File: src/sv/vrgb_pkg.sv
package vrgb_pkg;

   localparam int CFG_W       = 32;
   localparam int CSR_INDEX_W = 2;
   localparam int COLOR_W     = 8;
   localparam int HUE_W       = 9;
   localparam int FRAC_W      = 6;
   localparam int XQ_W        = 14;
   localparam int PN_W        = 16;
   localparam int QN_W        = 22;

   localparam logic [CSR_INDEX_W-1:0] CSR_RANGE_MIN  = 2'd0;
   localparam logic [CSR_INDEX_W-1:0] CSR_RANGE_MAX  = 2'd1;
   localparam logic [CSR_INDEX_W-1:0] CSR_SATURATION = 2'd2;
   localparam logic [CSR_INDEX_W-1:0] CSR_BRIGHTNESS = 2'd3;

   localparam logic signed [CFG_W-1:0] RANGE_MIN_RST  = -32'sd300000;
   localparam logic signed [CFG_W-1:0] RANGE_MAX_RST  = -32'sd150000;
   localparam logic [COLOR_W-1:0]      SATURATION_RST = 8'd230;
   localparam logic [COLOR_W-1:0]      BRIGHTNESS_RST = 8'd230;

   localparam logic [COLOR_W-1:0] COLOR_FULL   = 8'd255;
   localparam logic [FRAC_W-1:0]  SECTOR_WIDTH = 6'd60;
   localparam logic [XQ_W-1:0]    FRAC_SCALE   = 14'd15300;

   // Floor division by 255 and by 15300 as a multiply by a rounded-up reciprocal.
   localparam int P_SHIFT = 24;
   localparam int Q_SHIFT = 36;
   localparam int P_RECIP_W = 17;
   localparam int Q_RECIP_W = 23;
   localparam logic [P_RECIP_W-1:0] P_RECIP =
      17'(((64'd1 << P_SHIFT) + 64'd254) / 64'd255);
   localparam logic [Q_RECIP_W-1:0] Q_RECIP =
      23'(((64'd1 << Q_SHIFT) + 64'd15299) / 64'd15300);

   typedef enum logic [2:0] {
      SEC_RED_YELLOW,
      SEC_YELLOW_GREEN,
      SEC_GREEN_CYAN,
      SEC_CYAN_BLUE,
      SEC_BLUE_MAGENTA,
      SEC_MAGENTA_RED
   } sector_type;

endpackage

File: src/sv/vrgb_front.sv
module vrgb_front
   import vrgb_pkg::*;
#(
   parameter int SAMPLE_BITS = 32,
   parameter int HUE_SPAN    = 240
) (
   input  logic                          clock,
   input  logic                          reset,
   input  logic                          in_valid,
   output logic                          in_ready,
   input  logic signed [SAMPLE_BITS-1:0] in_sample,
   input  logic signed [CFG_W-1:0]       range_min,
   input  logic signed [CFG_W-1:0]       range_max,
   output logic                          out_valid,
   input  logic                          out_ready,
   output logic [CFG_W+$clog2(HUE_SPAN+1)-1:0] out_num,
   output logic [CFG_W-1:0]              out_den
);

   localparam int QB = $clog2(HUE_SPAN + 1);
   localparam int NW = CFG_W + QB;
   localparam int SW = (SAMPLE_BITS > CFG_W) ? SAMPLE_BITS : CFG_W;

   logic                 a_valid_ff, a_valid_in;
   logic                 b_valid_ff, b_valid_in;
   logic                 a_ready, b_ready;
   logic [CFG_W-1:0]     diff_ff, diff_in;
   logic [CFG_W-1:0]     den_a_ff, den_a_in;
   logic [NW-1:0]        num_ff, num_in;
   logic [CFG_W-1:0]     den_b_ff;
   logic signed [SW-1:0] sample_x, min_x, max_x, clamped;
   logic                 window_ok;

   assign b_ready  = !b_valid_ff || out_ready;
   assign a_ready  = !a_valid_ff || b_ready;
   assign in_ready = a_ready;

   always_comb begin
      sample_x  = SW'(in_sample);
      min_x     = SW'(range_min);
      max_x     = SW'(range_max);
      window_ok = range_max > range_min;
      if (sample_x < min_x) begin
         clamped = min_x;
      end else if (sample_x > max_x) begin
         clamped = max_x;
      end else begin
         clamped = sample_x;
      end
      if (window_ok) begin
         diff_in  = clamped[CFG_W-1:0] - range_min;
         den_a_in = range_max - range_min;
      end else begin
         diff_in  = '0;
         den_a_in = CFG_W'(1);
      end
      num_in     = NW'(diff_ff) * NW'(HUE_SPAN);
      a_valid_in = a_ready ? in_valid : a_valid_ff;
      b_valid_in = b_ready ? a_valid_ff : b_valid_ff;
   end

   always_ff @(posedge clock) begin
      if (reset) begin
         a_valid_ff <= 1'b0;
         b_valid_ff <= 1'b0;
      end else begin
         a_valid_ff <= a_valid_in;
         b_valid_ff <= b_valid_in;
      end
      if (a_ready && in_valid) begin
         diff_ff  <= diff_in;
         den_a_ff <= den_a_in;
      end
      if (b_ready && a_valid_ff) begin
         num_ff   <= num_in;
         den_b_ff <= den_a_ff;
      end
   end

   assign out_valid = b_valid_ff;
   assign out_num   = num_ff;
   assign out_den   = den_b_ff;

endmodule

File: src/sv/vrgb_div_cell.sv
module vrgb_div_cell
   import vrgb_pkg::*;
#(
   parameter int NW  = 40,
   parameter int QB  = 8,
   parameter int BIT = 0
) (
   input  logic             clock,
   input  logic             reset,
   input  logic             in_valid,
   output logic             in_ready,
   input  logic [NW-1:0]    in_rem,
   input  logic [CFG_W-1:0] in_den,
   input  logic [QB-1:0]    in_quo,
   output logic             out_valid,
   input  logic             out_ready,
   output logic [NW-1:0]    out_rem,
   output logic [CFG_W-1:0] out_den,
   output logic [QB-1:0]    out_quo
);

   logic             valid_ff, valid_in;
   logic [NW-1:0]    rem_ff, rem_in;
   logic [CFG_W-1:0] den_ff;
   logic [QB-1:0]    quo_ff, quo_in;
   logic [NW-1:0]    shifted;
   logic             fits;

   assign in_ready = !valid_ff || out_ready;

   always_comb begin
      shifted  = NW'(in_den) << BIT;
      fits     = in_rem >= shifted;
      rem_in   = fits ? (in_rem - shifted) : in_rem;
      quo_in   = in_quo | (QB'(fits) << BIT);
      valid_in = in_ready ? in_valid : valid_ff;
   end

   always_ff @(posedge clock) begin
      if (reset) begin
         valid_ff <= 1'b0;
      end else begin
         valid_ff <= valid_in;
      end
      if (in_ready && in_valid) begin
         rem_ff <= rem_in;
         den_ff <= in_den;
         quo_ff <= quo_in;
      end
   end

   assign out_valid = valid_ff;
   assign out_rem   = rem_ff;
   assign out_den   = den_ff;
   assign out_quo   = quo_ff;

endmodule

File: src/sv/vrgb_color.sv
module vrgb_color
   import vrgb_pkg::*;
(
   input  logic               clock,
   input  logic               reset,
   input  logic               in_valid,
   output logic               in_ready,
   input  logic [HUE_W-1:0]   in_hue,
   input  logic [COLOR_W-1:0] saturation,
   input  logic [COLOR_W-1:0] brightness,
   output logic               out_valid,
   input  logic               out_ready,
   output logic [COLOR_W-1:0] out_hue,
   output logic [COLOR_W-1:0] out_red,
   output logic [COLOR_W-1:0] out_green,
   output logic [COLOR_W-1:0] out_blue
);

   localparam int PP_W = PN_W + P_RECIP_W;
   localparam int QP_W = QN_W + Q_RECIP_W;

   logic [4:0] valid_ff, valid_in, ready;

   logic [HUE_W-1:0]   hue1_ff, hue2_ff, hue3_ff, hue4_ff, hue5_ff;
   sector_type         sec1_ff, sec2_ff, sec3_ff, sec4_ff, sec_in;
   logic [FRAC_W-1:0]  f1_ff, f_in;
   logic [HUE_W-1:0]   base;
   logic [COLOR_W-1:0] xp2_ff, xp_in;
   logic [XQ_W-1:0]    xq2_ff, xq_in, xt2_ff, xt_in;
   logic [PN_W-1:0]    pn3_ff, pn_in;
   logic [QN_W-1:0]    qn3_ff, qn_in, tn3_ff, tn_in;
   logic [PP_W-1:0]    p_prod;
   logic [QP_W-1:0]    q_prod, t_prod;
   logic [COLOR_W-1:0] p4_ff, p_in, q4_ff, q_in, t4_ff, t_in;
   logic [COLOR_W-1:0] red5_ff, red_in, green5_ff, green_in, blue5_ff, blue_in;

   always_comb begin
      ready[4] = !valid_ff[4] || out_ready;
      for (int i = 3; i >= 0; i--) begin
         ready[i] = !valid_ff[i] || ready[i+1];
      end
      valid_in[0] = ready[0] ? in_valid : valid_ff[0];
      for (int i = 1; i < 5; i++) begin
         valid_in[i] = ready[i] ? valid_ff[i-1] : valid_ff[i];
      end
   end

   assign in_ready = ready[0];

   always_comb begin
      if (in_hue >= 9'd300) begin
         sec_in = SEC_MAGENTA_RED;
         base   = 9'd300;
      end else if (in_hue >= 9'd240) begin
         sec_in = SEC_BLUE_MAGENTA;
         base   = 9'd240;
      end else if (in_hue >= 9'd180) begin
         sec_in = SEC_CYAN_BLUE;
         base   = 9'd180;
      end else if (in_hue >= 9'd120) begin
         sec_in = SEC_GREEN_CYAN;
         base   = 9'd120;
      end else if (in_hue >= 9'd60) begin
         sec_in = SEC_YELLOW_GREEN;
         base   = 9'd60;
      end else begin
         sec_in = SEC_RED_YELLOW;
         base   = 9'd0;
      end
      f_in = FRAC_W'(in_hue - base);

      xp_in = COLOR_FULL - saturation;
      xq_in = FRAC_SCALE - (XQ_W'(saturation) * XQ_W'(f1_ff));
      xt_in = FRAC_SCALE - (XQ_W'(saturation) * XQ_W'(SECTOR_WIDTH - f1_ff));

      pn_in = PN_W'(brightness) * PN_W'(xp2_ff);
      qn_in = QN_W'(brightness) * QN_W'(xq2_ff);
      tn_in = QN_W'(brightness) * QN_W'(xt2_ff);

      p_prod = PP_W'(pn3_ff) * PP_W'(P_RECIP);
      q_prod = QP_W'(qn3_ff) * QP_W'(Q_RECIP);
      t_prod = QP_W'(tn3_ff) * QP_W'(Q_RECIP);
      p_in   = p_prod[P_SHIFT +: COLOR_W];
      q_in   = q_prod[Q_SHIFT +: COLOR_W];
      t_in   = t_prod[Q_SHIFT +: COLOR_W];

      case (sec4_ff)
         SEC_RED_YELLOW: begin
            red_in = brightness; green_in = t4_ff; blue_in = p4_ff;
         end
         SEC_YELLOW_GREEN: begin
            red_in = q4_ff; green_in = brightness; blue_in = p4_ff;
         end
         SEC_GREEN_CYAN: begin
            red_in = p4_ff; green_in = brightness; blue_in = t4_ff;
         end
         SEC_CYAN_BLUE: begin
            red_in = p4_ff; green_in = q4_ff; blue_in = brightness;
         end
         SEC_BLUE_MAGENTA: begin
            red_in = t4_ff; green_in = p4_ff; blue_in = brightness;
         end
         default: begin
            red_in = brightness; green_in = p4_ff; blue_in = q4_ff;
         end
      endcase
      if (saturation == '0) begin
         red_in   = '0;
         green_in = '0;
         blue_in  = '0;
      end
   end

   always_ff @(posedge clock) begin
      if (reset) begin
         valid_ff <= '0;
      end else begin
         valid_ff <= valid_in;
      end
      if (ready[0] && in_valid) begin
         hue1_ff <= in_hue;
         sec1_ff <= sec_in;
         f1_ff   <= f_in;
      end
      if (ready[1] && valid_ff[0]) begin
         hue2_ff <= hue1_ff;
         sec2_ff <= sec1_ff;
         xp2_ff  <= xp_in;
         xq2_ff  <= xq_in;
         xt2_ff  <= xt_in;
      end
      if (ready[2] && valid_ff[1]) begin
         hue3_ff <= hue2_ff;
         sec3_ff <= sec2_ff;
         pn3_ff  <= pn_in;
         qn3_ff  <= qn_in;
         tn3_ff  <= tn_in;
      end
      if (ready[3] && valid_ff[2]) begin
         hue4_ff <= hue3_ff;
         sec4_ff <= sec3_ff;
         p4_ff   <= p_in;
         q4_ff   <= q_in;
         t4_ff   <= t_in;
      end
      if (ready[4] && valid_ff[3]) begin
         hue5_ff   <= hue4_ff;
         red5_ff   <= red_in;
         green5_ff <= green_in;
         blue5_ff  <= blue_in;
      end
   end

   assign out_valid = valid_ff[4];
   assign out_hue   = hue5_ff[COLOR_W-1:0];
   assign out_red   = red5_ff;
   assign out_green = green5_ff;
   assign out_blue  = blue5_ff;

endmodule

File: src/sv/value_to_rainbow_rgb.sv
// Maps one signed sample per request to a rainbow color: the sample is clamped into the
// window [range_min, range_max], scaled to a hue of 0 to HUE_SPAN and turned into 8-bit
// red, green and blue by the six-sector HSV rule with the programmed saturation and
// brightness (zero saturation gives black). A new request is taken in every cycle while
// responses are not stalled, and each one gives exactly one response, in order, after
// passing the clamping and scaling registers, one restoring divider cell per hue bit
// and the color stages. Every stage holds its item while the next is full, so requests
// keep flowing into empty stages while a response waits. The user must write registers
// through the csr port only while no request is in flight; the block does not enforce
// this. An empty or inverted window gives a hue of zero.
module value_to_rainbow_rgb
   import vrgb_pkg::*;
#(
   parameter int SAMPLE_BITS = 32,
   parameter int HUE_SPAN    = 240
) (
   input  logic                          clock,
   input  logic                          reset,
   input  logic                          req_valid,
   output logic                          req_stall,
   input  logic signed [SAMPLE_BITS-1:0] req_sample,
   output logic                          rsp_valid,
   input  logic                          rsp_stall,
   output logic [COLOR_W-1:0]            rsp_hue,
   output logic [COLOR_W-1:0]            rsp_red,
   output logic [COLOR_W-1:0]            rsp_green,
   output logic [COLOR_W-1:0]            rsp_blue,
   input  logic                          csr_valid,
   output logic                          csr_ready,
   input  logic [CSR_INDEX_W-1:0]        csr_index,
   input  logic [CFG_W-1:0]              csr_data
);

   localparam int QB = $clog2(HUE_SPAN + 1);
   localparam int NW = CFG_W + QB;

   logic signed [CFG_W-1:0] range_min_ff, range_max_ff;
   logic [COLOR_W-1:0]      saturation_ff, brightness_ff;

   logic                    front_ready;
   logic [QB:0]             chain_valid, chain_ready;
   logic [NW-1:0]           chain_rem [QB+1];
   logic [CFG_W-1:0]        chain_den [QB+1];
   logic [QB-1:0]           chain_quo [QB+1];
   logic                    color_ready;

   assign csr_ready = 1'b1;

   always_ff @(posedge clock) begin
      if (reset) begin
         range_min_ff  <= RANGE_MIN_RST;
         range_max_ff  <= RANGE_MAX_RST;
         saturation_ff <= SATURATION_RST;
         brightness_ff <= BRIGHTNESS_RST;
      end else if (csr_valid && csr_ready) begin
         unique case (csr_index)
            CSR_RANGE_MIN:  range_min_ff  <= csr_data;
            CSR_RANGE_MAX:  range_max_ff  <= csr_data;
            CSR_SATURATION: saturation_ff <= csr_data[COLOR_W-1:0];
            CSR_BRIGHTNESS: brightness_ff <= csr_data[COLOR_W-1:0];
         endcase
      end
   end

   assign req_stall = !front_ready;

   vrgb_front #(
      .SAMPLE_BITS (SAMPLE_BITS),
      .HUE_SPAN    (HUE_SPAN)
   ) u_front (
      .clock     (clock),
      .reset     (reset),
      .in_valid  (req_valid),
      .in_ready  (front_ready),
      .in_sample (req_sample),
      .range_min (range_min_ff),
      .range_max (range_max_ff),
      .out_valid (chain_valid[0]),
      .out_ready (chain_ready[0]),
      .out_num   (chain_rem[0]),
      .out_den   (chain_den[0])
   );

   assign chain_quo[0] = '0;

   for (genvar i = 0; i < QB; i++) begin : g_div
      vrgb_div_cell #(
         .NW  (NW),
         .QB  (QB),
         .BIT (QB - 1 - i)
      ) u_cell (
         .clock     (clock),
         .reset     (reset),
         .in_valid  (chain_valid[i]),
         .in_ready  (chain_ready[i]),
         .in_rem    (chain_rem[i]),
         .in_den    (chain_den[i]),
         .in_quo    (chain_quo[i]),
         .out_valid (chain_valid[i+1]),
         .out_ready (chain_ready[i+1]),
         .out_rem   (chain_rem[i+1]),
         .out_den   (chain_den[i+1]),
         .out_quo   (chain_quo[i+1])
      );
   end

   assign chain_ready[QB] = color_ready;

   vrgb_color u_color (
      .clock      (clock),
      .reset      (reset),
      .in_valid   (chain_valid[QB]),
      .in_ready   (color_ready),
      .in_hue     (HUE_W'(chain_quo[QB])),
      .saturation (saturation_ff),
      .brightness (brightness_ff),
      .out_valid  (rsp_valid),
      .out_ready  (!rsp_stall),
      .out_hue    (rsp_hue),
      .out_red    (rsp_red),
      .out_green  (rsp_green),
      .out_blue   (rsp_blue)
   );

endmodule

File: config.mk
export PLATFORM = sky130hd
export DESIGN_NAME = value_to_rainbow_rgb
export DESIGN_NICKNAME = d
export VERILOG_FILES = /design/src/sv/vrgb_pkg.sv /design/src/sv/vrgb_front.sv /design/src/sv/vrgb_div_cell.sv /design/src/sv/vrgb_color.sv /design/src/sv/value_to_rainbow_rgb.sv
export SDC_FILE = /design/constraint.sdc
export NUM_CORES = 2
export LEC_CHECK = 0
export BUFFER_PORTS_ARGS = -buffer_cell sky130_fd_sc_hd__buf_2
export CAP_MARGIN = 30
export CORE_MARGIN = 1
export CORE_UTILIZATION = 40
export DETAILED_ROUTE_END_ITERATION = 7
export GPL_ROUTABILITY_DRIVEN = 0
export GPL_TIMING_DRIVEN = 1
export PLACE_DENSITY = 0.54
export SLEW_MARGIN = 30
export SYNTH_ARGS = -nofsm -noshare
export SYNTH_HDL_FRONTEND = slang
export SYNTH_HIERARCHICAL = 1
export SYNTH_SLANG_ARGS = --single-unit
export TNS_END_PERCENT = 100
File: constraint.sdc
create_clock -name clock -period 7.23 [get_ports clock]
set_input_delay 0.723 -clock clock [delete_from_list [all_inputs] [get_ports clock]]
set_output_delay 0.723 -clock clock [all_outputs]
set_load 0.05 [all_outputs]
==> summary.txt <==
Run status
  • Outcome: finished clean

Clock tree
  • Cts repair resizes: 0
  • Num CTS Buffers: 113
  • CTS Hold Bufs: 0
  • Clk slew on worst S/H paths: 0.06 ns
  • CTS tree: yes
  • CTS H-tree lvls: 3
  • Setup repair bufs after CTS: 0
  • Max clock buf depth: 3
  • Clock sinks: between 900 and 1000
  • Skew-Pair Late Insertion Delay: ~0.77 ns
  • CTS root buf: clkbuf_16

Detailed routing
  • Final wirelength: 202000 um
  • DR WL/cell: ~18 um
  • Antenna Nets Post-Route: 0
  • Pre-antenna DRT Iters: 8
  • Initial DRC count: 3727
  • Drc violations: 0
  • DR vias/cell: approximately 5.2
  • Vias: approximately 58000

Cells and area
  • Fillers: between 15000 and 20000
  • Multi-input gate area: 0.0496 mm2
  • Most common cell after layout, fill and taps aside: inv_1
  • Final #Nets: ~10000
  • Layout cells sized above 1: between 5 and 6%
  • Most frequent cells in the layout: inv_1, ha_1, edfxtp_1
  • Area delta synth->final: 8.83%
  • Post-Layout Cell Count: ~11000
  • Sequential Area: just under 0.03 mm2

Power and ir drop
  • Leak: between 40 and 50 nW
  • Int Power: 0.0133 W
  • PwrDens: around 220 mW/mm2
  • Sw power: roughly 0.0067 W
  • Clk network pwr share: between 30% and 40%
  • Switching share of power: about a third
  • Final Total Pwr: around 0.02 W
  • Logic pwr share: between 30% and 40%
  • VDD IR-drop max: 0.000269 V
  • Share of power burned in registers: around 36%

Timing
  • Final worst slack: between 0.4 and 0.5 ns
  • Final setup viols: 0
  • Fin crit period: 6.73 ns
  • RSZ-0062 raised after global routing: false
  • Worst Hold Margin: 0.261 ns
  • Worst-margin pin slew: roughly 1 ns
  • Final hold violations: 0
  • FMAX: 0.148 GHz
  • Final Slew Violations: 0
  • Fin Setup TNS: 0 ns
  • Worst slew margin: roughly 34%
  • Final Skew: 0.0489 ns
  • Final period util: roughly 93%

Critical path
  • CP required: just under 8 ns
  • CP Cell Sequence: inv_1 > ha_1 > inv_1 > ha_1 > inv_1 > fa_1 > inv_1 > ha_1 > fa_1 > fa_1 > inv_1 > fa_1 > inv_1 > ha_1 > nand4_1 > nor4_1 > nand4_1 > o21ai_0 > o21ai_0 > buf_4 > a31oi_1 > a21o_1 > a21oi_1 > xnor2_1
  • CP max stage delay: roughly 0.60 ns
  • WP data arrival: just over 7 ns
  • Reg2reg path depth: 24
  • Crit Path Max Fanout: 7
  • R2R Path End: u_color/t4_ff[6]
  • Crit path kind: flop to flop
  • Worst path most repeated cell: inv_1
  • Worst Setup End Kind: flop
  • Critical-path top delay cell: edfxtp_1
  • Critical R2R Launch: u_color/tn3_ff[20]
  • Worst setup SP type: flop
  • Reg2Reg Setup Slack: 0.50 ns

Global route
  • Largest net degree at the start of global routing: 77
  • Initial antenna violation count: 7
  • Met1 GRT Util: between 20 and 30%
  • First-pass GRT wire length: approximately 320000 um
  • Global route overflow: 0
  • Busiest grt layer: met2
  • Met2 usage: between 30% and 40%
  • GRT Total Usage: 19.1%
  • GRT met3 Usage: under 10%
  • Vias in the first global route: 59000

Floorplanning
  • Die W: around 460 um
  • # IOs: approximately 110
  • Core area: 0.208 mm2
  • Site Rows: 167
  • Initial Utilization: between 40% and 50%
  • Die height: 460 um
  • Die area: between 0.2 and 0.25 mm2

Yosys
  • Gate Count Post-Synth: a little over 8000
  • Cell Area, Synth: ~0.084 mm2
  • Syn_area_per_cell: just over 10 um2
  • Synthesis warning total: 6

Place
  • Placed insts: roughly 11000
  • Post-DP HPWL: around 160000 um
  • Port Buf Inserts: around 100
  • DP Worst Slack: roughly 0.50 ns

Min path
  • Hold path depth: 3
  • Hold Crit Endpoint: range_min_ff[29]
  • Hold Path Origin: csr_data[29]
  • Hold WC Path Type: input port to flop

Job
  • Number of max-cap violations: 0
==> how the worst max path moves through the flow <==
| stage | to | start |
|---|---|---|
| after global routing | u_color/q4_ff[7] | u_color/qn3_ff[20] |
| final | u_color/t4_ff[6] | u_color/tn3_ff[20] |
| after detailed placement | u_color/q4_ff[7] | u_color/qn3_ff[20] |
| after CTS | u_color/t4_ff[6] | u_color/tn3_ff[20] |
| after global placement | u_color/q4_ff[7] | u_color/qn3_ff[20] |
| after floorplan | u_color/hue3_ff[0] | rsp_stall |
==> metrics by stage <==
| stage | util (%) | cell area (um2) |
|---|---|---|
| after floorplan | - | 84100 |
| after global placement | 42.1 | 87500 |
| after detailed placement | 42.1 | 87500 |
| after CTS | 44.0 | 91400 |
| after global routing | 44.0 | 91400 |
| final | 44.0 | 91500 |
==> sequential cells by signal (all words and copies together) (netlist names), 32 cells and up <==
name,count
g_div.u_cell/out_rem,280
g_div.u_cell/out_den,224
g_div.u_cell/out_quo,64
u_front/out_num,36
range_max_ff,32
range_min_ff,32
u_front/den_a_ff,32
u_front/diff_ff,32
u_front/out_den,32
==> worst max-delay path: cells and delay by family (launching register included) <==
kind | cells | cell delay [ns]
fa+ha+maj | 8 | 3.23
xor+xnor | 1 | 0.12
buf+inv | 7 | 0.63
flops | 1 | 0.60
compound gates | 5 | 1.30
simple gates | 3 | 0.58
==> per-layer routing <==
metal  part of all wire (%)  up-vias
met3                    3.9      328
li1                       -    28500
met4                    3.5        0
met2                     46     1252
met5                      0        -
met1                     46    28000
==> power groups by stage <==
stage	sequential [W]	clock (W)	combinational, W
2_1_floorplan	0.00718	0	0.00522
3_3_place_gp	0.00731	0	0.00661
4_1_cts	0.00719	0.00626	0.00672
5_1_grt	0.00721	0.00644	0.00753
6_report	0.00718	0.00606	0.00672
3_5_place_dp	0.00731	0	0.00668
==> area by class of cell <==
class,count,area share [%]
timing repair buffer,159,1.05
inverter,1213,4.98
multi-input combinational,5785,54.3
clock buffer,135,3.23
antenna,3,0.00821
tap,2788,3.81
clock inverter,78,1.09
sequential,993,31.6
Power figures use the tool's default switching activity.
